$ cat config.mk
export PLATFORM = sky130hd
export DESIGN_NAME = url_percent_decoder
export DESIGN_NICKNAME = d
export VERILOG_FILES = /design/src/rtl/upd_pkg.sv /design/src/rtl/upd_front.sv /design/src/rtl/upd_cmdq.sv /design/src/rtl/upd_back.sv /design/src/rtl/url_percent_decoder.sv
export SDC_FILE = /design/constraint.sdc
export NUM_CORES = 1
export LEC_CHECK = 0
export ABC_AREA = 1
export BUFFER_PORTS_ARGS = -buffer_cell sky130_fd_sc_hd__buf_2
export CORE_MARGIN = 4
export CORE_UTILIZATION = 25
export DETAILED_ROUTE_END_ITERATION = 10
export SETUP_SLACK_MARGIN = 0.5
export SYNTH_ARGS = -nofsm -noshare
export SYNTH_HDL_FRONTEND = slang
export SYNTH_SLANG_ARGS = --single-unit
$ cat constraint.sdc
create_clock -name clk -period 3.6 [get_ports clk]
set_clock_uncertainty 0.15 [all_clocks]
set_input_delay 0.72 -clock clk [delete_from_list [all_inputs] [get_ports clk]]
set_output_delay 0.72 -clock clk [all_outputs]
set_load 0.01 [all_outputs]
$ cat src/rtl/upd_pkg.sv
// Shared types and helpers for the URL percent decoder.
// Holds the command record passed from the classifier to the emitter.
// No dependencies.
package upd_pkg;

  localparam int unsigned CmdqDepth = 4;

  localparam logic [7:0] PctChar = 8'h25;

  // One classified input byte: up to three result bytes, oldest in chars[0]
  typedef struct packed {
    logic [1:0]      cnt;
    logic            fin;
    logic [2:0][7:0] chars;
  } cmd_t;

  function automatic logic is_hex(input logic [7:0] c);
    is_hex = (c >= 8'h30 && c <= 8'h39) || (c >= 8'h61 && c <= 8'h66) ||
             (c >= 8'h41 && c <= 8'h46);
  endfunction

  // Nibble value of a hex digit of either case
  function automatic logic [3:0] hex_value(input logic [7:0] c);
    logic [7:0] v;
    if (c >= 8'h61) begin
      v = c - 8'h57;
    end else if (c >= 8'h41) begin
      v = c - 8'h37;
    end else begin
      v = c - 8'h30;
    end
    hex_value = v[3:0];
  endfunction

endpackage

$ cat src/rtl/upd_front.sv
// Front end of the URL percent decoder: tracks the escape phase and turns
// each input byte into a command of zero to three result bytes.
// Depends on upd_pkg.
module upd_front (
  input  logic          clk,
  input  logic          rst_n,
  input  logic          in_push,
  input  logic [7:0]    in_char,
  input  logic          in_final,
  input  logic          q_full,
  output logic          in_full,
  output logic          q_wr_en,
  output upd_pkg::cmd_t q_wr_cmd
);
  import upd_pkg::*;

  localparam logic [1:0] PH_IDLE  = 2'd0;
  localparam logic [1:0] PH_PCT   = 2'd1;
  localparam logic [1:0] PH_DIGIT = 2'd2;

  logic [1:0] phase_r, phase_nxt;
  logic [7:0] held_r, held_nxt;
  logic       accept;
  logic       c_hex;
  logic       c_opens;
  cmd_t       cmd;

  assign in_full = q_full;
  assign accept  = in_push && !q_full;
  assign c_hex   = is_hex(in_char);
  // A '%' opens an escape unless it is the last byte
  assign c_opens = (in_char == PctChar) && !in_final;

  // Classify the byte against the current phase
  always_comb begin
    phase_nxt = PH_IDLE;
    held_nxt  = held_r;
    cmd.cnt   = 2'd0;
    cmd.fin   = in_final;
    cmd.chars = {8'h00, 8'h00, 8'h00};
    unique case (phase_r)
      PH_PCT: begin
        if (c_hex && !in_final) begin
          held_nxt  = in_char;
          phase_nxt = PH_DIGIT;
        end else if (c_hex || !c_opens) begin
          cmd.cnt      = 2'd2;
          cmd.chars[0] = PctChar;
          cmd.chars[1] = in_char;
        end else begin
          cmd.cnt      = 2'd1;
          cmd.chars[0] = PctChar;
          phase_nxt    = PH_PCT;
        end
      end
      PH_DIGIT: begin
        cmd.chars[0] = PctChar;
        cmd.chars[1] = held_r;
        if (c_hex) begin
          cmd.cnt      = 2'd1;
          cmd.chars[0] = {hex_value(held_r), hex_value(in_char)};
        end else if (c_opens) begin
          cmd.cnt   = 2'd2;
          phase_nxt = PH_PCT;
        end else begin
          cmd.cnt      = 2'd3;
          cmd.chars[2] = in_char;
        end
      end
      default: begin
        if (c_opens) begin
          phase_nxt = PH_PCT;
        end else begin
          cmd.cnt      = 2'd1;
          cmd.chars[0] = in_char;
        end
      end
    endcase
  end

  assign q_wr_en  = accept && (cmd.cnt != 2'd0);
  assign q_wr_cmd = cmd;

  // Advance the phase on each accepted byte
  always_ff @(posedge clk) begin
    if (!rst_n) begin
      phase_r <= PH_IDLE;
      held_r  <= 8'h00;
    end else if (accept) begin
      phase_r <= phase_nxt;
      held_r  <= held_nxt;
    end
  end

endmodule

$ cat src/rtl/upd_cmdq.sv
// Command queue between the decoder front end and the result emitter.
// Small flip-flop FIFO with a registered fill count; depends on upd_pkg.
module upd_cmdq #(
  parameter int unsigned DEPTH = upd_pkg::CmdqDepth
) (
  input  logic          clk,
  input  logic          rst_n,
  input  logic          wr_en,
  input  upd_pkg::cmd_t wr_cmd,
  input  logic          rd_en,
  output upd_pkg::cmd_t rd_cmd,
  output logic          full,
  output logic          empty
);
  import upd_pkg::*;

  localparam int unsigned PTR_W = (DEPTH > 1) ? $clog2(DEPTH) : 1;
  localparam int unsigned CNT_W = $clog2(DEPTH + 1);

  cmd_t             slots_r [DEPTH];
  logic [PTR_W-1:0] wr_ptr_r, rd_ptr_r;
  logic [CNT_W-1:0] count_r;
  logic             do_wr, do_rd;

  assign full   = (count_r == CNT_W'(DEPTH));
  assign empty  = (count_r == '0);
  assign do_wr  = wr_en && !full;
  assign do_rd  = rd_en && !empty;
  assign rd_cmd = slots_r[rd_ptr_r];

  // Store the incoming command
  always_ff @(posedge clk) begin
    if (do_wr) begin
      slots_r[wr_ptr_r] <= wr_cmd;
    end
  end

  // Advance pointers and count
  always_ff @(posedge clk) begin
    if (!rst_n) begin
      wr_ptr_r <= '0;
      rd_ptr_r <= '0;
      count_r  <= '0;
    end else begin
      if (do_wr) begin
        wr_ptr_r <= (wr_ptr_r == PTR_W'(DEPTH - 1)) ? '0 : wr_ptr_r + 1'b1;
      end
      if (do_rd) begin
        rd_ptr_r <= (rd_ptr_r == PTR_W'(DEPTH - 1)) ? '0 : rd_ptr_r + 1'b1;
      end
      if (do_wr && !do_rd) begin
        count_r <= count_r + 1'b1;
      end else if (do_rd && !do_wr) begin
        count_r <= count_r - 1'b1;
      end
    end
  end

endmodule

$ cat src/rtl/upd_back.sv
// Back end of the URL percent decoder: walks each queued command one byte
// per cycle into the output register while that register is free or being popped. Depends on upd_pkg.
module upd_back (
  input  logic          clk,
  input  logic          rst_n,
  input  upd_pkg::cmd_t q_rd_cmd,
  input  logic          q_empty,
  output logic          q_rd_en,
  input  logic          out_pop,
  output logic          out_empty,
  output logic [7:0]    out_char,
  output logic          out_final
);
  import upd_pkg::*;

  logic [1:0] idx_r;
  logic       out_valid_r;
  logic [7:0] out_char_r;
  logic       out_final_r;
  logic       load;
  logic       last;

  // Load when the output register is free or being drained
  assign load    = !q_empty && (!out_valid_r || out_pop);
  assign last    = (idx_r == q_rd_cmd.cnt - 2'd1);
  assign q_rd_en = load && last;

  assign out_empty = !out_valid_r;
  assign out_char  = out_char_r;
  assign out_final = out_final_r;

  // Hold the output transaction until popped
  always_ff @(posedge clk) begin
    if (!rst_n) begin
      out_valid_r <= 1'b0;
      idx_r       <= 2'd0;
    end else begin
      if (load) begin
        out_valid_r <= 1'b1;
        idx_r       <= last ? 2'd0 : idx_r + 2'd1;
      end else if (out_pop) begin
        out_valid_r <= 1'b0;
      end
    end
  end

  // Output payload
  always_ff @(posedge clk) begin
    if (load) begin
      out_char_r  <= q_rd_cmd.chars[idx_r];
      out_final_r <= q_rd_cmd.fin && last;
    end
  end

endmodule

$ cat src/rtl/url_percent_decoder.sv
// Top level of the streaming URL percent decoder.
// Instantiates upd_front, upd_cmdq and upd_back; depends on upd_pkg.
//
// Usage:
//   Input channel: drive in_char / in_final and raise in_push; a byte is
//   taken at a clock edge where in_push is high and in_full is low. Set
//   in_final on the last byte of each string.
//   Result channel: while out_empty is low, out_char / out_final hold the
//   oldest result; raise out_pop to take it. out_final marks the last
//   result of a string.
//   A "%XY" escape with two hex digits becomes one byte; a broken escape
//   comes out as its literal bytes, so one input byte yields zero to three
//   results.
//   Path: the command for an accepted byte is written to the queue at the
//   accepting edge, then loaded from the queue into the output register,
//   where its results show one at a time.
//   Throughput: one byte per cycle while each byte yields at most one
//   result and the receiver pops every result; the emitter sends one result
//   per cycle while the output register is drained, so a byte yielding
//   three results holds it longer, absorbed by the command queue of CMDQ_DEPTH entries.
//   When the receiver stalls, the output register holds and the queue fills;
//   in_full rises once it is full. Reset clears the escape phase, the queue
//   and the output register; nothing is lost or repeated across a stall.
module url_percent_decoder #(
  parameter int unsigned CMDQ_DEPTH = upd_pkg::CmdqDepth
) (
  input  logic       clk,
  input  logic       rst_n,
  input  logic       in_push,
  output logic       in_full,
  input  logic [7:0] in_char,
  input  logic       in_final,
  output logic       out_empty,
  input  logic       out_pop,
  output logic [7:0] out_char,
  output logic       out_final
);
  import upd_pkg::*;

  logic q_wr_en;
  cmd_t q_wr_cmd;
  logic q_rd_en;
  cmd_t q_rd_cmd;
  logic q_full;
  logic q_empty;

  // Classify input bytes
  upd_front u_front (
    .clk      (clk),
    .rst_n    (rst_n),
    .in_push  (in_push),
    .in_char  (in_char),
    .in_final (in_final),
    .q_full   (q_full),
    .in_full  (in_full),
    .q_wr_en  (q_wr_en),
    .q_wr_cmd (q_wr_cmd)
  );

  // Decouple classification from emission
  upd_cmdq #(
    .DEPTH (CMDQ_DEPTH)
  ) u_cmdq (
    .clk    (clk),
    .rst_n  (rst_n),
    .wr_en  (q_wr_en),
    .wr_cmd (q_wr_cmd),
    .rd_en  (q_rd_en),
    .rd_cmd (q_rd_cmd),
    .full   (q_full),
    .empty  (q_empty)
  );

  // Emit result bytes
  upd_back u_back (
    .clk       (clk),
    .rst_n     (rst_n),
    .q_rd_cmd  (q_rd_cmd),
    .q_empty   (q_empty),
    .q_rd_en   (q_rd_en),
    .out_pop   (out_pop),
    .out_empty (out_empty),
    .out_char  (out_char),
    .out_final (out_final)
  );

endmodule

# [Word level (Yosys, flattened, before mapping)]
# Memories as Yosys holds them, arrays and structs flattened. A register that Yosys moved wholly into a read port is not among the register bits.
# Index checks and enable logic that the tools add are counted.
[totals] register_bits=29 latchBits=0 ramBits=108 mem_bits_ro=0 out_inout_bits=11 n_memories=1
[op_classes] n_addsub=12 n_mul=0 div=0 magnitude_cmp=9 eq_ne=7 n_shift=0 muxes=36 bitwise=0 n_reduce_logical=30
[mem_list] memory="u_cmdq.slots_r" depth=4 width=27 rd=1 rd_ports_with_merged_regs=1 wr=1 line="upd_cmdq.sv:20" rtl="cmd_t slots_r [DEPTH];"
[op_table] cell="2-to-1 mux 8 bit" n=6
[op_table] cell=">= comparator 8 x 7 -> 1 bit, second input constant" n=4
[op_table] cell="case mux 8 bit (2 select lines)" n=2
[op_table] cell="2-to-1 mux 2 bit" n=10
[op_table] cell="binary-select mux 8 bit (select 2 bit)" n=1
[op_table] cell="less-or-equal comparator 8 x 7 -> 1 bit, second input constant" n=2
[op_table] cell="2-to-1 mux 16 bit" n=1
[op_table] cell="2-to-1 mux 4 bit" n=4
[op_table] cell="subtractor 4 x 3 -> 4 bit, second input constant" n=4
[op_table] cell="logical AND 1 bit" n=14
[op_table] cell="== test 8 x 6 -> 1 bit, second input constant" n=1
[op_table] cell=">= comparator 8 x 6 -> 1 bit, second input constant" n=1
[op_table] cell="less-or-equal comparator 8 x 6 -> 1 bit, second input constant" n=1
[op_table] cell="2-to-1 mux 1 bit" n=8
[op_table] cell="case mux 2 bit (2 select lines)" n=2
[op_table] cell="subtractor 4 x 1 -> 4 bit, second input constant" n=2
[op_table] cell="zero test 1 bit" n=7
[op_table] cell="adder 2 x 1 -> 2 bit, second input constant" n=3
[op_table] cell="== test 2 bit, second input constant" n=3
[op_table] cell="2-to-1 mux 3 bit" n=2
[op_table] cell="nonzero test 2 bit" n=3
[op_table] cell="logical OR 1 bit" n=4
[op_table] cell="adder 3 x 1 -> 3 bit, second input constant" n=1
[op_table] cell="== test 3 bit, second input constant" n=1
[op_table] cell="7 further kinds" n=7

# [Depth between registers and ports, before layout]
[logic_depth] word_depth=15 ltp_mapped=21 ltp_nobuf=21

# [Hierarchy]
# From an unflattened synthesis, not the netlist that was laid out.
[unflattened] hier_cells=591 hier_area_um2=6366.1
[modules_own_cells] module="upd_cmdq" instances=1 cells_each=333 area_each_um2=4553.1
[modules_own_cells] module="upd_front" instances=1 cells_each=179 area_each_um2=1123.6
[modules_own_cells] module="upd_back" instances=1 cells_each=79 area_each_um2=689.4

# [Least setup slack after synthesis]
# Ideal clock, no wire load.
[synth_path] path_kind="input -> register" from="input port in_char[1]" to="memory u_cmdq.slots_r[0][0] (netlist bit), enable pin" arrival_ps=2643 required_ps=3061 slack_ps=417 path_stages=13 path_cell_list="inv_1 > ha_1 > nor2_1 > nand3_1 > nand2_2 > nand2_4 > nand2_2 > nand3_4 > nor2_2 > nand2_2 > nand3_4 > nand2_4 > nor2_2"
[synth_via] elab_chain_len=13 word_cells_on_any_way=27 cone_classes="order compare (6); eq/ne (1); mux (8); reduce/logical (12)"
[synth_lines] item="start, declared" line="url_percent_decoder.sv:31" rtl="input logic [7:0] in_char,"
[synth_lines] item=">= comparator 8 x 6 -> 1 bit, or another cell as far along" line="upd_pkg.sv:18" rtl="is_hex = (c >= 8'h30 && c <= 8'h39) || (c >= 8'h61 && c <= 8'h66) ||"
[synth_lines] item="logical AND 1 bit" line="upd_pkg.sv:18"
[synth_lines] item="logical OR 1 bit (2 in a row)" line="upd_pkg.sv:18"
[synth_lines] item="logical OR 1 bit" line="upd_front.sv:46" rtl="end else if (c_hex || !c_opens) begin"
[synth_lines] item="2-to-1 mux 2 bit" line="upd_front.sv:46"
[synth_lines] item="2-to-1 mux 2 bit" line="upd_front.sv:43" rtl="if (c_hex && !in_final) begin"
[synth_lines] item="case mux 2 bit (2 select lines) *" line="upd_front.sv:41" rtl="unique case (phase_r)"
[synth_lines] item="nonzero test 2 bit *" line="upd_front.sv:81" rtl="assign q_wr_en = accept && (cmd.cnt != 2'd0);"
[synth_lines] item="logical AND 1 bit *" line="upd_front.sv:81"
[synth_lines] item="logical AND 1 bit *" line="upd_cmdq.sv:27" rtl="assign do_wr = wr_en && !full;"
[synth_lines] item="2-to-1 mux 1 bit *" line="upd_cmdq.sv:33" rtl="if (do_wr) begin"
[synth_lines] item="2-to-1 mux 1 bit (implied by the code) *" line="upd_cmdq.sv:34" rtl="slots_r[wr_ptr_r] <= wr_cmd;"
[synth_lines] item="end, declared" line="upd_cmdq.sv:20"
# Mark *: on every way between the ends. The rest lies on a longest branch, timed or not.

# [Worst setup path after layout]
[layout_path] from="input port in_char[0]" to="register u_cmdq.count_r[2]"
[layout_via] elab_chain_len=14 word_cells_on_any_way=30 cone_classes="order compare (6); eq/ne (1); mux (7); reduce/logical (16)"
[layout_lines] item=">= comparator 8 x 6 -> 1 bit, or another cell as far along" line="upd_pkg.sv:18"
[layout_lines] item="logical AND 1 bit" line="upd_pkg.sv:18"
[layout_lines] item="logical OR 1 bit (2 in a row)" line="upd_pkg.sv:18"
[layout_lines] item="logical OR 1 bit" line="upd_front.sv:46"
[layout_lines] item="2-to-1 mux 2 bit" line="upd_front.sv:46"
[layout_lines] item="2-to-1 mux 2 bit" line="upd_front.sv:43"
[layout_lines] item="case mux 2 bit (2 select lines) *" line="upd_front.sv:41"
[layout_lines] item="nonzero test 2 bit *" line="upd_front.sv:81"
[layout_lines] item="logical AND 1 bit *" line="upd_front.sv:81"
[layout_lines] item="logical AND 1 bit *" line="upd_cmdq.sv:27"
[layout_lines] item="net u_cmdq.do_wr" line="upd_cmdq.sv:23" rtl="logic do_wr, do_rd;"
[layout_lines] item="zero test 1 bit" line="upd_cmdq.sv:53" rtl="end else if (do_rd && !do_wr) begin"
[layout_lines] item="logical AND 1 bit" line="upd_cmdq.sv:53"
[layout_lines] item="nonzero test 2 bit (no line)"
[layout_lines] item="end signal, assigned" line="upd_cmdq.sv:52" rtl="count_r <= count_r + 1'b1;"
[layout_lines] item="end signal, assigned" line="upd_cmdq.sv:54" rtl="count_r <= count_r - 1'b1;"
[layout_lines] item="end, declared" line="upd_cmdq.sv:22" rtl="logic [CNT_W-1:0] count_r;"
# The timed path passes the listed nets; every way through them passes the cells marked *.
# A chain may end at the register's enable or synchronous reset.

==> results by group <==
Outcome
  – Status: complete, no violations

Synthesis
  – Post-Syn Nets: 589
  – Combinational family with the most area after synthesis: simple AND/OR/NAND/NOR gates
  – Yosys top cell by area: edfxtp_1
  – Warnings, synthesis: 0
  – Yosys top cell area share: 0.570
  – Seq/Total Area, Yosys: 0.641
  – Compound-gate portion of the synthesized area: 0.134
  – Synth Area in XOR/XNOR: 0.00852
  – Mapped Cells: 560
  – Mux contribution to synthesized area: 0
  – Distinct cells, synth: 33
  – Mapped Area: 6170 µm²
  – Synth top area cells: edfxtp_1 (57%), dfxtp_1 (7.1%), o21ai_0 (5.6%)
  – FF+latch count, synth: 139
  – Mapped Avg Cell Area: 11.0 µm²
  – Simple-Gate Fraction of Synth Area: 0.137
  – Post-synthesis adder-cell area fraction: 0.0337

Clock tree
  – CTS Root Cell: clkbuf_16
  – Clk sink count: 139
  – Clk buf depth: 2
  – Worst-skew pair later-pin latency: 0.42 ns
  – CTS H-tree lvls: 4
  – Hold Buf Count CTS: 0
  – Clk slew on worst S/H paths: 0.06 ns
  – CTS buffer count: 17
  – CTS tree: done

Placement
  – Pre-CTS setup slack: 0.188 ns
  – Placer congestion estimate: 0.865
  – PortBufs: 23
  – Dpl hpwl: 9270 µm
  – Placed Cells: 903
  – Cell Area, Placed: 6780 µm²

Worst setup path
  – Critical Path, Cell by Cell: clkbuf_4 > ha_4 > nor2_2 > nand3_2 > nand2_2 > nand2_4 > nand2_2 > nand3_4 > nor2_4 > nand2_2 > nand3_4 > nand2_4 > inv_2 > ha_1 > inv_2 > fa_2 > nor2_1 > nor2_1 > nand2_1 > o21ai_0 > a21oi_1
  – Crit Path Max Fanout: 7
  – Top delay family on crit path: simple AND/OR/NAND/NOR gates
  – Setup crit start: in_char[0]
  – Worst EP arrival: 3.05 ns
  – Critical Path RT: 3.80 ns
  – Critical Path Source Type: input port
  – CP Depth: 21
  – Crit-path max cell delay: 0.38 ns
  – R2R Setup Slk: 0.89 ns
  – Buf/Inv on CP: 3
  – Most used cell, CP: nand2_2
  – Type of the worst setup path: input port to flip-flop
  – R2r endpoint: u_cmdq.count_r[1]
  – CP endpoint kind: flip-flop
  – R2R depth: 14
  – Worst path slowest cell: fa_2
  – CP endpoint: u_cmdq.count_r[2]

Worst hold path
  – Hold path depth: 2
  – Min-Delay Path Class: flip-flop to flip-flop

Timing
  – PnR worst setup slack: 0.750 ns
  – Rel. slew slack: 0.443
  – Worst Tran Pin Value: 0.825 ns
  – Final TNS setup: 0 ns
  – Max Slew Vio Count: 0
  – Final worst path period need: 2.85 ns
  – Smallest hold slack: 0.299 ns
  – Final Hold Viols: 0
  – Fin crit share: 0.792
  – Max Freq: 351 MHz
  – Final setup fails: 0
  – Unrepaired setup endpoints after global routing: no

GRT
  – Largest net degree at the start of global routing: 51
  – Vias in the first global route: 4084
  – Total GRT Usage: 0.111
  – First-pass GRT wire length: 22900 µm
  – Antenna violations before repair: 0
  – GRT overflow: 0

Floorplanning
  – FP Rows: 57
  – Die area: 27200 µm²
  – Core Box Area: 24300 µm²
  – Die height: 165 µm
  – Width of the chip: 165 µm
  – Initial Utilization: 0.254
  – Num ports: 24

Finish
  – Layout area overhead: 21.7%
  – Post-route cell area: 7500 µm²
  – Commonest non-fill, non-tap cell in the layout: edfxtp_1
  – Fraction of layout cells with a size suffix above 1: 0.192
  – Final Non-Filler Cells: 937
  – Fillers: 2447
  – Final Util: 0.309
  – N_diodes: 0
  – Nets: 629
  – Most frequent cells in the layout: edfxtp_1 (117), nor2_1 (82), o21ai_0 (68), nand2_1 (56), inv_1 (36)

Routing
  – DR vias/cell: 4.53
  – TritonRoute pass-1 iters: 4
  – Initial DRC count: 327
  – Vias: 4240
  – Wire per inst: 15.4 µm
  – DRC viols: 0
  – WL final: 14400 µm
  – DRT antenna net count: 0

Power and ir drop
  – Pwr Density: 719 nW/µm²
  – Leak pwr: 2.72 nW
  – Pwr Total: 5.39 mW
  – VDD IR max: 0.000369 V

Flow run
  – # Max-Cap Violations: 0
[worst min path at each step]
stage | end | start | slack, ns
final | u_front.held_r[7] | u_front.held_r[7] | 0.30
after CTS | u_front.held_r[7] | u_front.held_r[7] | 0.30
after global routing | u_front.held_r[7] | u_front.held_r[7] | 0.32
after detailed placement | u_front.held_r[7] | u_front.held_r[7] | 0.28
after global placement | u_front.held_r[7] | u_front.held_r[7] | 0.28
after floorplan | u_front.held_r[7] | u_front.held_r[7] | 0.27
[logic make-up (layout without fill, tap and decap cells)]
logic type / count (synthesis) / after routing
buffers and inverters: 73 / 126
xor gates and xnor gates: 6 / 6
DFF: 139 / 139
and+or+nand+nor: 186 / 186
adders and majority gates: 16 / 16
AOI/OAI and AO/OA: 140 / 140
[timing repair]
action / in CTS / in global routing
resized for setup: 0 / 21
setup endpoints to repair: 0 / 2
endpoints found under the hold margin: 0 / 0
buffers inserted: 0 / 2
[cells in the mapped netlist]
cell type and number:
a21oi_2 1, o21ai_1 2, dfxtp_1 22, nand2_1 56
nor4_1 1, buf_2 2, nand4_2 2, o22ai_1 25
buf_4 1, nand4_1 2, a32o_1 4, xor2_1 6
o221ai_1 12, nor2_2 7, edfxtp_1 117, clkbuf_1 17
inv_2 13, o311ai_0 2, a31oi_1 1, nand3_1 18
inv_1 39, nor3_1 4, o21bai_1 1, clkinv_1 1
nand2_4 2, nor2_1 83, o21ai_0 69, nand2_2 8
a21oi_1 17, o211ai_1 6, fa_1 1, nand3_4 3
ha_1 15
[sequential cells by signal, indices dropped and copies added, names as in the netlist, named ones only]
register / count
u_back.idx_r: 2
u_back.out_char: 8
u_back.out_final: 1
u_back.out_valid_r: 1
u_cmdq.count_r: 3
u_cmdq.rd_ptr_r: 2
u_cmdq.slots_r: 108
u_cmdq.wr_ptr_r: 2
u_front.held_r: 8
u_front.phase_r: 2
[power breakdown]
group	switching [mW]	leakage (nW)	internal, mW
sequential	0.0952	1.29	2.03
clock	0.638	0.313	1.26
combinational	0.916	1.11	0.453
total	1.65	2.72	3.74
[worst reg2reg max path, stage by stage, from the launching register on]
cell,delay [ns]
dfxtp_2,0.40
inv_2,0.08
buf_4,0.30
nand3_1,0.12
nand2_1,0.10
nand2_1,0.05
nand2_1,0.08
nand2_1,0.12
nor2_1,0.21
inv_2,0.08
ha_1,0.21
inv_2,0.08
fa_2,0.41
o21ai_0,0.16
a21oi_1,0.06
[final cells by class]
cell class                      instances  area, µm²  area share
Clock inverter                         11        193      0.0257
Sequential cell                       139       3960       0.527
Multi-Input combinational cell        348       1980       0.264
Inverter                               53        206      0.0275
Clock buffer                           21        460      0.0614
Tap cell                              324        405      0.0540
Timing Repair Buffer                   41        303      0.0404
[routing by layer]
layer  vias up  GRT usage  part of all wire  wire length [µm]
met5         -          0                 0                 0
met4         0     0.0454             0.017               243
met3        18     0.0207             0.040               578
met2       102      0.168              0.46              6610
met1      2039      0.156              0.48              6980
li1       2081          -                 -                 -
Note: power is estimated with default switching activity, not from simulation.
